===== src/hdl/oamdma_pkg.sv =====
// shared types and constants for the sprite-table dma controller and bus arbiter
package oamdma_pkg;

    // bytes moved by one dma transfer (at most 256)
    localparam int DMA_LENGTH = 160;

    localparam int IDX_W = 9;

    typedef enum logic [2:0] {
        CMD_READ     = 3'd0,
        CMD_WRITE    = 3'd1,
        CMD_INTERNAL = 3'd2,
        CMD_START    = 3'd3,
        CMD_REG_READ = 3'd4
    } cmd_t;

    typedef enum logic [2:0] {
        ACT_NORMAL     = 3'd0,
        ACT_READ_FF    = 3'd1,
        ACT_READ_DMA   = 3'd2,
        ACT_WRITE_DROP = 3'd3,
        ACT_NONE       = 3'd4
    } action_t;

    localparam logic [7:0]  HIGH_PAGE_MASK = 8'hE0;
    localparam logic [7:0]  HIGH_PAGE_CLR  = 8'hDF;
    localparam logic [7:0]  OAM_PAGE       = 8'hFE;
    localparam logic [1:0]  SHARED_BUS     = 2'd2;
    localparam logic signed [IDX_W-1:0] IDX_START   = -9'sd2;
    localparam logic signed [IDX_W-1:0] IDX_RESTART = -9'sd1;

endpackage


===== src/hdl/oam_dma_bus_arbiter_unit.sv =====
// sprite-table dma controller and cpu bus conflict arbiter
// stages: the input register, then the result register
// throughput: one item per cycle; a stall on the result side holds both stages
// the dma counter and the page and bus registers update as an item passes the input register
// reset: asynchronous, clears the dma state (idle, page 0, bus 0, index 0) and the valid flags of both stages
module oam_dma_bus_arbiter_unit (
    input  logic        clk,
    input  logic        rst_n,
    input  logic        in_valid,
    output logic        in_stall,
    input  logic [2:0]  cmd,
    input  logic [15:0] addr,
    input  logic [1:0]  page_bus,
    input  logic [7:0]  page_value,
    output logic        out_valid,
    input  logic        out_stall,
    output logic        dma_valid,
    output logic [15:0] dma_src_addr,
    output logic [7:0]  oam_index,
    output logic [2:0]  cpu_action,
    output logic [7:0]  reg_value,
    output logic        dma_busy
);
    import oamdma_pkg::*;

    // input stage
    logic        in_valid_reg;
    logic [2:0]  cmd_reg;
    logic [15:0] addr_reg;
    logic [1:0]  bus_reg;
    logic [7:0]  value_reg;

    // dma state
    logic                    active_reg, active_next;
    logic [7:0]              page_reg, page_next;
    logic [1:0]              bus_id_reg, bus_id_next;
    logic signed [IDX_W-1:0] index_reg, index_next;

    // result stage
    logic        out_valid_reg;
    logic        dma_valid_reg, dma_valid_next;
    logic [15:0] src_reg, src_next;
    logic [7:0]  oidx_reg, oidx_next;
    action_t     action_reg, action_next;
    logic [7:0]  regv_reg, regv_next;
    logic        busy_reg;

    logic                    out_ready;
    logic                    in_ready;
    logic                    advance;
    logic signed [IDX_W-1:0] idx_inc;
    logic                    tick;
    logic                    moved;
    logic [7:0]              mapped_page;
    cmd_t                    cmd_c;

    assign out_ready = !out_valid_reg || !out_stall;
    assign in_ready  = !in_valid_reg || out_ready;
    assign advance   = in_valid_reg && out_ready;
    assign in_stall  = !in_ready;

    always_comb
    begin
        cmd_c          = cmd_t'(cmd_reg);
        idx_inc        = index_reg + 9'sd1;
        tick           = 1'b0;
        active_next    = active_reg;
        page_next      = page_reg;
        bus_id_next    = bus_id_reg;
        index_next     = index_reg;
        action_next    = ACT_NONE;
        regv_next      = '0;
        mapped_page    = value_reg;
        if ((value_reg & HIGH_PAGE_MASK) == HIGH_PAGE_MASK)
        begin
            mapped_page = value_reg & HIGH_PAGE_CLR;
        end

        case (cmd_c)
            CMD_READ, CMD_WRITE, CMD_INTERNAL:
            begin
                tick = active_reg;
            end
            default:
            begin
                tick = 1'b0;
            end
        endcase

        moved = tick && !idx_inc[IDX_W-1];
        if (tick)
        begin
            index_next = idx_inc;
            if (moved && idx_inc >= $signed(IDX_W'(DMA_LENGTH - 1)))
            begin
                active_next = 1'b0;
            end
        end

        case (cmd_c)
            CMD_READ:
            begin
                action_next = ACT_NORMAL;
                if (moved)
                begin
                    if (addr_reg[15:8] == OAM_PAGE)
                    begin
                        action_next = ACT_READ_FF;
                    end
                    else if (bus_reg == bus_id_reg)
                    begin
                        action_next = ACT_READ_DMA;
                    end
                end
            end
            CMD_WRITE:
            begin
                action_next = ACT_NORMAL;
                if (moved && (bus_reg == SHARED_BUS || bus_reg == bus_id_reg))
                begin
                    action_next = ACT_WRITE_DROP;
                end
            end
            CMD_INTERNAL:
            begin
                action_next = ACT_NONE;
            end
            CMD_START:
            begin
                page_next   = mapped_page;
                bus_id_next = bus_reg;
                active_next = 1'b1;
                // restart while busy waits one event less
                index_next  = active_reg ? IDX_RESTART : IDX_START;
                action_next = ACT_NORMAL;
            end
            CMD_REG_READ:
            begin
                regv_next   = page_reg;
                action_next = ACT_NORMAL;
            end
            default:
            begin
                action_next = ACT_NONE;
            end
        endcase

        dma_valid_next = moved;
        src_next       = moved ? {page_reg, idx_inc[7:0]} : 16'h0000;
        oidx_next      = moved ? idx_inc[7:0] : 8'h00;
    end

    always_ff @(posedge clk or negedge rst_n)
    begin
        if (!rst_n)
        begin
            in_valid_reg  <= 1'b0;
            out_valid_reg <= 1'b0;
            active_reg    <= 1'b0;
            page_reg      <= '0;
            bus_id_reg    <= '0;
            index_reg     <= '0;
        end
        else
        begin
            if (in_ready)
            begin
                in_valid_reg <= in_valid;
            end
            if (out_ready)
            begin
                out_valid_reg <= in_valid_reg;
            end
            if (advance)
            begin
                active_reg <= active_next;
                page_reg   <= page_next;
                bus_id_reg <= bus_id_next;
                index_reg  <= index_next;
            end
        end
    end

    always_ff @(posedge clk)
    begin
        if (in_ready && in_valid)
        begin
            cmd_reg   <= cmd;
            addr_reg  <= addr;
            bus_reg   <= page_bus;
            value_reg <= page_value;
        end
        if (advance)
        begin
            dma_valid_reg <= dma_valid_next;
            src_reg       <= src_next;
            oidx_reg      <= oidx_next;
            action_reg    <= action_next;
            regv_reg      <= regv_next;
            busy_reg      <= active_next;
        end
    end

    assign out_valid    = out_valid_reg;
    assign dma_valid    = dma_valid_reg;
    assign dma_src_addr = src_reg;
    assign oam_index    = oidx_reg;
    assign cpu_action   = action_reg;
    assign reg_value    = regv_reg;
    assign dma_busy     = busy_reg;

endmodule


===== config.mk =====
export PLATFORM = sky130hd
export DESIGN_NAME = oam_dma_bus_arbiter_unit
export DESIGN_NICKNAME = d
export VERILOG_FILES = /design/src/hdl/oamdma_pkg.sv /design/src/hdl/oam_dma_bus_arbiter_unit.sv
export SDC_FILE = /design/constraint.sdc
export NUM_CORES = 1
export LEC_CHECK = 0
export BUFFER_PORTS_ARGS = -buffer_cell sky130_fd_sc_hd__buf_2
export CAP_MARGIN = 0
export CORE_UTILIZATION = 40
export DETAILED_ROUTE_END_ITERATION = 10
export GPL_ROUTABILITY_DRIVEN = 0
export PLACE_DENSITY = 0.67
export SLEW_MARGIN = 40
export SYNTH_ARGS = -nofsm -noshare
export SYNTH_HDL_FRONTEND = slang
export SYNTH_SLANG_ARGS = --single-unit

===== constraint.sdc =====
create_clock -name clk -period 2.36 [get_ports clk]
set_clock_uncertainty 0.05 [all_clocks]
set_input_delay 0.354 -clock clk [delete_from_list [all_inputs] [get_ports clk]]
set_output_delay 0.354 -clock clk [all_outputs]
set_load 0.03 [all_outputs]

# After elaboration in Yosys (flattened, before gate mapping)
# Cells that the tools add are included.
# word_totals
ff_bits	88
latch_bits	0
mem_bits_rw	0
mem_bits_ro	0
inputBits	33
out_inout_bits	39
n_memories	0
# op_classes
add_sub_neg	1
mul	0
div	0
n_lt_le_gt_ge	1
n_eq_ne	8
n_shift	0
muxes	13
bitwise_logic	0
n_reduce_logical	19
# op_table
cell	count
$mux W9	2
$add A9 B2 Y9 const B	1
$ge A9 B9 Y1 const B	1
$pmux W3 S3	1
$eq A8 B8 Y1 const B	1
$mux W2	4
$eq A3 B2 Y1 const B	2
$eq A3 B3 Y1 const B	2
$mux W6	1
$logic_and A1 B1 Y1	5
$logic_not A1 Y1	5
$mux W1	5
$reduce_and A2 Y1	2
$eq A3 B1 Y1 const B	1
$logic_not A3 Y1	1
$logic_or A1 B1 Y1	3
$reduce_or A3 Y1	1
$eq A2 B2 Y1	1
$eq A2 B2 Y1 const B	1
$reduce_bool A2 Y1	1
$reduce_or A2 Y1	1

# Logic depth before layout (Yosys ltp)
# Gate-level depths: netlist of the first run.
# logic_depth
word_depth	8
ltp_mapped	7
depth_no_buf	7

# Worst setup path before layout of the first run
# No wires, ideal clock.
# synth_timing
kind	reg2reg
startpoint	register index_reg[0]
endpoint	register action_reg[0], in the netlist cpu_action[0] (data pin)
setup_ps	157
arrival_ps	1751
setup_slack_ps	402
path_stages_with_launch	7
path_buffers	0
period_less_slack_ps	1958
path_cell_list	dfrtp_1 ha_1 nand2_1 or3_4 xor2_2 nand2_2 nor3_1
# synth_between
elab_chain_len	6
word_cells_on_any_way	7
classes_between	1 x add/sub; 3 x mux; 3 x reduce/logical
# synth_rtl
item	line	rtl
start: declaration	oam_dma_bus_arbiter_unit.sv:37	logic signed [IDX_W-1:0] index_reg, index_next;
start signal: assignment	oam_dma_bus_arbiter_unit.sv:179	index_reg <= index_next;
$add A9 B2 Y9 (*)	oam_dma_bus_arbiter_unit.sv:65	idx_inc = index_reg + 9'sd1;
$logic_not A1 Y1 (*)	oam_dma_bus_arbiter_unit.sv:90	moved = tick && !idx_inc[IDX_W-1];
$logic_and A1 B1 Y1 (*)	oam_dma_bus_arbiter_unit.sv:90	
$logic_and A1 B1 Y1	oam_dma_bus_arbiter_unit.sv:119	if (moved && (bus_reg == SHARED_BUS || bus_reg == bus_id_reg))
$mux W2	oam_dma_bus_arbiter_unit.sv:119	
$pmux W3 S3 (*)	oam_dma_bus_arbiter_unit.sv:100	case (cmd_c)
named net action_next[0]	oam_dma_bus_arbiter_unit.sv:44	action_t action_reg, action_next;
end signal: assignment	oam_dma_bus_arbiter_unit.sv:198	action_reg <= action_next;
end: declaration	oam_dma_bus_arbiter_unit.sv:44	
# Mark *: on every way through the listed nets, which the timed path passes. The rest lies on a longest branch.
# A chain may end at the register's enable or synchronous reset.

# Worst setup path in the final report of the first run
# layout_timing
startpoint	register index_reg[0]
endpoint	register busy_reg, in the netlist dma_busy (data pin)
# layout_between
elab_chain_len	7
word_cells_on_any_way	8
classes_between	1 x add/sub; 1 x order compare; 3 x mux; 3 x reduce/logical
# layout_rtl
item	line	rtl
$add A9 B2 Y9 (*)	oam_dma_bus_arbiter_unit.sv:65	
branches (longest 2 deep; another with $ge A9 B9 Y1)	-	
$logic_and A1 B1 Y1 (*)	oam_dma_bus_arbiter_unit.sv:94	if (moved && idx_inc >= $signed(IDX_W'(DMA_LENGTH - 1)))
$mux W1 (*)	oam_dma_bus_arbiter_unit.sv:94	
$mux W1 (*)	oam_dma_bus_arbiter_unit.sv:91	if (tick)
$mux W1 (*)	oam_dma_bus_arbiter_unit.sv:100	
named net active_next	oam_dma_bus_arbiter_unit.sv:34	logic active_reg, active_next;
end signal: assignment	oam_dma_bus_arbiter_unit.sv:200	busy_reg <= active_next;
end: declaration	oam_dma_bus_arbiter_unit.sv:46	logic busy_reg;
# Mark *: on every way through the listed nets, which the timed path passes.

==> results of run 1 <==
==> critical path: cells and delay by family (launching register included) <==
| family | cells | cell delay, ns |
|---|---|---|
| adders and majority gates | 1 | 0.32 |
| DFF | 1 | 0.46 |
| xor gates and xnor gates | 1 | 0.21 |
| AOI/OAI and AO/OA | 4 | 0.92 |
==> layout by cell type, fill, tap and decap left out, types with 6 or more instances in the layout <==
master,n
clkbuf_8,9
and3_1,11
dfrtp_1,22
inv_1,6
and2_1,9
buf_2,63
nand3_1,8
nand2_1,12
edfxtp_1,50
a21oi_1,14
mux2_2,10
nor2_1,21
buf_4,6
==> cells by family after synthesis <==
kind of cell	Yosys count
AO/OA/AOI/OAI	34
XOR/XNOR	9
adder cells (fa/ha/maj)	2
buffers and inverters	22
flip-flops	72
multiplexers	11
AND/OR/NAND/NOR	77
==> final timing paths <==
check                              from      endpoint  cells past startpoint
max in group asynchronous         rst_n    active_reg                      2
max reg2reg                index_reg[0]      dma_busy                      6
min in group asynchronous         rst_n  index_reg[5]                      2
max                        index_reg[0]      dma_busy                      6
min                            addr[11]  addr_reg[11]                      1
min reg2reg                value_reg[0]   page_reg[0]                      1
==> per-stage QoR <==
stage,power (uW),cell area (sq um),instances
3_3_place_gp,3030,3440,379
5_1_grt,4300,3660,395
2_1_floorplan,2800,3070,227
6_report,4050,3660,395
3_5_place_dp,3050,3440,379
4_1_cts,4090,3660,395
==> area by class of cell <==
| type | count | area [sq um] | area share (%) |
|---|---|---|---|
| clock buffer | 10 | 128 | 3.48 |
| clock inverter | 5 | 82.6 | 2.25 |
| inverter | 6 | 22.5 | 0.615 |
| multi-input combinational | 133 | 886 | 24.2 |
| sequential | 72 | 2050 | 56.0 |
| tap | 99 | 124 | 3.38 |
| timing repair buffer | 70 | 370 | 10.1 |
==> where the power goes <==
group | internal [uW] | total [uW] | switching (uW) | leakage, uW
Sequential | 1600 | 1830 | 229 | 0.000734
Combinational | 492 | 1210 | 713 | 0.000681
Clock | 591 | 1020 | 431 | 0.000106
==> layer usage <==
| layer | vias to the layer above | global-route usage (%) |
|---|---|---|
| met2 | 67 | 21.0 |
| met5 | - | 0 |
| met3 | 7 | 4.11 |
| met1 | 885 | 17.4 |
| li1 | 948 | - |
| met4 | 0 | 8.80 |
==> results by group, run 1 <==
Run status
  • Status: finished, final reports clean

Global route
  • Antenna violations before repair: 0
  • GRT Util Overall: 13.9%
  • First-pass GRT wire length: 7980 um
  • Total congestion overflow: 0
  • Vias in the first global route: 1,738
  • Largest net degree at the start of global routing: 30

Pwr
  • Pleak: 0.00152 uW
  • Peak VDD IR: 412 uV
  • PwrDens: 1110 nW/um^2

Run
  • Max_cap viols: 0

STA
  • Final Hold Viols: 0
  • Minimum clock period: 2.15 ns
  • Rel. slew slack: 60.3%
  • Endpoints failing setup: 0
  • Setup TNS: 0 ns
  • Worst Max-Slew Pin Slew: 0.592 ns
  • Slew Limit Fails: 0
  • Setup ws final: 0.209 ns
  • RSZ-0062 raised after global routing: no
  • Hold slack final: 0.134 ns
  • Max Freq: 465 MHz
  • Crit share post-route: 91.1%

Detailed routing
  • Final wirelength: 5040 um
  • WL met2: 2320 um
  • WL met1: 2410 um
  • DRC viols: 0
  • DR pass1 iterations: 4
  • Wire per inst: 12.8 um
  • DR top layer: met4
  • Via/cell ratio: 4.83
  • Wire length on met3: 249 um
  • Antenna Nets Post-Route: 0
  • Total number of vias: 1,907
  • Drt initial violations: 116

Clocking
  • CTS buffer count: 9
  • Clk sinks: 72
  • Resized cells post-CTS: 0
  • # hold bufs at CTS: 1
  • H-tree lvl count: 3
  • Clock Tree Buf Depth: 2
  • CTS tree: built
  • CTS Root Cell: clkbuf_8
  • Post-CTS setup buffers: 0
  • CTS clk-pin slew, worst paths: 0.07 ns
  • Clk_lat worst skew: 0.34 ns

Placed design
  • Worst slack, placed: 0.231 ns
  • Port bufs: 63
  • Detail Placement HPWL: 3540 um

Final layout
  • Util after Layout: 50.0%
  • Antenna fix cells: 0
  • Area delta synth->final: 19.3%
  • Fill cell count: 641
  • # nets final: 327
  • Layout cells sized above 1: 35.5%
  • Max reg flops: 16

Setup path
  • Critical path class: reg -> reg
  • CP max stage cell: dfrtp_1
  • Worst reg-to-reg setup slack: 0.21 ns
  • Critical Path AT: 2.26 ns
  • CP required: 2.47 ns
  • Crit-path max cell delay: 0.46 ns
  • Crit path capture type: register
  • Crit-path cells: ha_1, xor2_1, a311o_1, a311oi_2, o31ai_1, o21ai_0
  • Worst-path fanout max: 7
  • Critical path launch point type: register

Synthesis
  • Synth Area per Inst: 13.5 sq um
  • Seq/Total Area, Yosys: 66.8%
  • Xor/xnor share of the synthesized area: 2.81%
  • Yosys cell types: 43
  • Syn. warnings: 0
  • Post-synth top flop: edfxtp_1
  • Synthesized cell area: 3070 sq um
  • Synth top area share: 48.9%
  • Main combinational cell family by area after synthesis: simple AND/OR/NAND/NOR gates
  • Fraction of the mapped netlist area in simple logic gates: 13.6%
  • Mux share of post-synthesis cell area: 3.99%
  • #FFs+latches synth: 72
  • Most frequent cells after synthesis: edfxtp_1, dfrtp_1, nor2_1
  • Synth Area in Compound Gates: 7.62%
  • Post-synth top area cell: edfxtp_1
  • Ys async rst share: 30.6%
  • Area contributors post-synth: edfxtp_1, dfrtp_1, mux2_2
  • Syn_nets: 262
  • Most numerous cell in the Yosys netlist: edfxtp_1
  • Mapped Cells: 227
  • Post-synthesis adder-cell area fraction: 0.815%
  • EDFF count, synth: 50

Floorplanning
  • Die Area: 8030 sq um
  • Die height: 89.6 um
  • Num rows: 31
  • Core footprint: 7330 sq um
  • Initial Utilization: 41.9%
  • Chip Width: 89.6 um
  • I/O pin total: 72

Hold path
  • Hold Path Class: in -> reg
Power figures use the tool's default switching activity.
==> run 2: changes to the inputs <==
Settings changed: REMOVE_ABC_BUFFERS from default to 1.
==> results by group, run 2 (synthesis results as in run 1) <==
Detailed routing
  • Final wirelength: 5100 um (+1.1%)
  • Wire per inst: 12.9 um (+0.84%)
  • Total number of vias: 1,883 (-1.3%)
  • DRC viols: 0 (unchanged)
  • DR pass1 iterations: 4 (unchanged)
  • Drt initial violations: 88 (-24%)
  • Antenna Nets Post-Route: 0 (unchanged)
  • Via/cell ratio: 4.76 (-1.5%)

Setup path
  • Worst-path fanout max: 9 (+2)
  • Critical Path AT: 2.20 ns (-0.06 ns)
  • CP required: 2.40 ns (-0.07 ns)
  • Critical path launch point type: register
  • Crit path capture type: register
  • Critical path class: reg -> reg

Pwr
  • PwrDens: 1080 nW/um^2 (-2.3%)
  • Peak VDD IR: 365 uV (-11%)
  • Pleak: 0.00151 uW (-0.68%)
  • Power Total: 3940 uW (-2.8%)

STA
  • Worst Max-Slew Pin Slew: 0.617 ns (+0.0259 ns)
  • Rel. slew slack: 58.6% (-1.7 points)
  • Setup TNS: 0 ns (unchanged)
  • Max Freq: 463 MHz (-0.51%)
  • RSZ-0062 raised after global routing: no
  • Setup ws final: 0.198 ns (-0.0109 ns)
  • Minimum clock period: 2.16 ns (+0.0109 ns)
  • Endpoints failing setup: 0 (unchanged)
  • Slew Limit Fails: 0 (unchanged)
  • Crit share post-route: 91.6% (+0.46 points)
  • Final Hold Viols: 0 (unchanged)

Clocking
  • Clock Tree Buf Depth: 2 (unchanged)
  • Clk_lat worst skew: 0.33 ns (about the same)
  • CTS Root Cell: clkbuf_8
  • Resized cells post-CTS: 0 (unchanged)
  • CTS tree: built
  • H-tree lvl count: 3 (unchanged)
  • CTS clk-pin slew, worst paths: 0.08 ns (about the same)
  • Clk sinks: 72 (unchanged)
  • CTS buffer count: 9 (unchanged)
  • Post-CTS setup buffers: 0 (unchanged)

Final layout
  • Final Cell Area: 3650 sq um (-0.48%)
  • Area delta synth->final: 18.7%
  • Commonest non-fill, non-tap cell in the layout: buf_2
  • Layout cells sized above 1: 35.4% (-0.12 points)
  • Util after Layout: 49.8% (-0.24 points)
  • # nets final: 327 (unchanged)
  • Max reg flops: 16 (unchanged)
  • Antenna fix cells: 0 (unchanged)
  • Leading cell types in the layout, fill and taps excluded: buf_2, edfxtp_1, dfrtp_1

Floorplanning
  • Die Area: 8030 sq um (unchanged)
  • Core footprint: 7330 sq um (unchanged)
  • Chip Width: 89.6 um (unchanged)
  • I/O pin total: 72 (unchanged)
  • Num rows: 31 (unchanged)
  • Die height: 89.6 um (unchanged)
  • Initial Utilization: 41.9% (unchanged)

Global route
  • First-pass GRT wire length: 8090 um (+1.5%)
  • GRT Util Overall: 13.9% (+0.068 points)
  • Vias in the first global route: 1,703 (-2.0%)
  • Antenna violations before repair: 0 (unchanged)
  • Total congestion overflow: 0 (unchanged)
  • Largest net degree at the start of global routing: 30 (unchanged)

Placed design
  • Port bufs: 63 (unchanged)
  • Worst slack, placed: 0.218 ns (-0.0132 ns)
  • Detail Placement HPWL: 3510 um (-0.66%)
  • Area post-placement: 3440 sq um (unchanged)

Run
  • Max_cap viols: 0 (unchanged)

Hold path
  • Hold Path Class: in -> reg

Run status
  • Status: finished, final reports clean
-- run 2: cell count changes in the layout (fill, tap and decap cells not counted), sizes merged --
cell / previous run / this run
bufinv: 2 / 1
clkinv: 3 / 5
-- run 2: metal layers --
layer,track usage (%),routed length [um]
met2,22.1,2350
met1,17.8,2420
met3,4.57,263
met5,0,0
met4,5.19,65
-- run 2: final cells by class --
cell class | instances | area, sq um
multi-input combinational | 133 | 891
timing repair buffer | 70 | 370
inverter | 6 | 22.5
sequential | 72 | 2050
fill | 652 | 3680
tap | 99 | 124
clock buffer | 10 | 128
clock inverter | 6 | 60.1
-- run 2: metrics by stage --
stage / std cells / hold WS (ns)
2_1_floorplan: 211 / 0.00841
3_3_place_gp: 379 / 0.320
3_5_place_dp: 379 / 0.323
4_1_cts: 396 / 0.122
5_1_grt: 396 / 0.119
6_report: 396 / 0.140
-- run 2: repair_timing --
action / 4_1_cts / 5_1_grt
hold buffers: 1 / 0
hold endpoints to repair: 22 / 0
setup endpoints to repair: 0 / 0
-- run 2: worst paths after layout --
check	start	depth (start not counted)	to	slack, ns
max in group asynchronous	rst_n	2	index_reg[0]	1.37
min in group asynchronous	rst_n	2	index_reg[6]	0.51
max	index_reg[0]	6	dma_src_addr[8]	0.20
min reg2reg	value_reg[1]	1	page_reg[1]	0.42
max reg2reg	index_reg[0]	6	dma_src_addr[8]	0.20
min	page_value[3]	1	value_reg[3]	0.14
-- run 2: critical path: stages, from the launching register on --
cell	delay [ns]
dfrtp_1	0.46
ha_1	0.33
nand2_1	0.19
or3_4	0.39
xor2_2	0.16
buf_4	0.17
and3_1	0.17
-- run 2: report_power, final --
| part | leakage (uW) | switching, uW | total, uW | internal (uW) |
|---|---|---|---|---|
| Clock | 0.0000953 | 428 | 911 | 483 |
| Combinational | 0.000682 | 726 | 1220 | 493 |
| Sequential | 0.000734 | 215 | 1810 | 1600 |
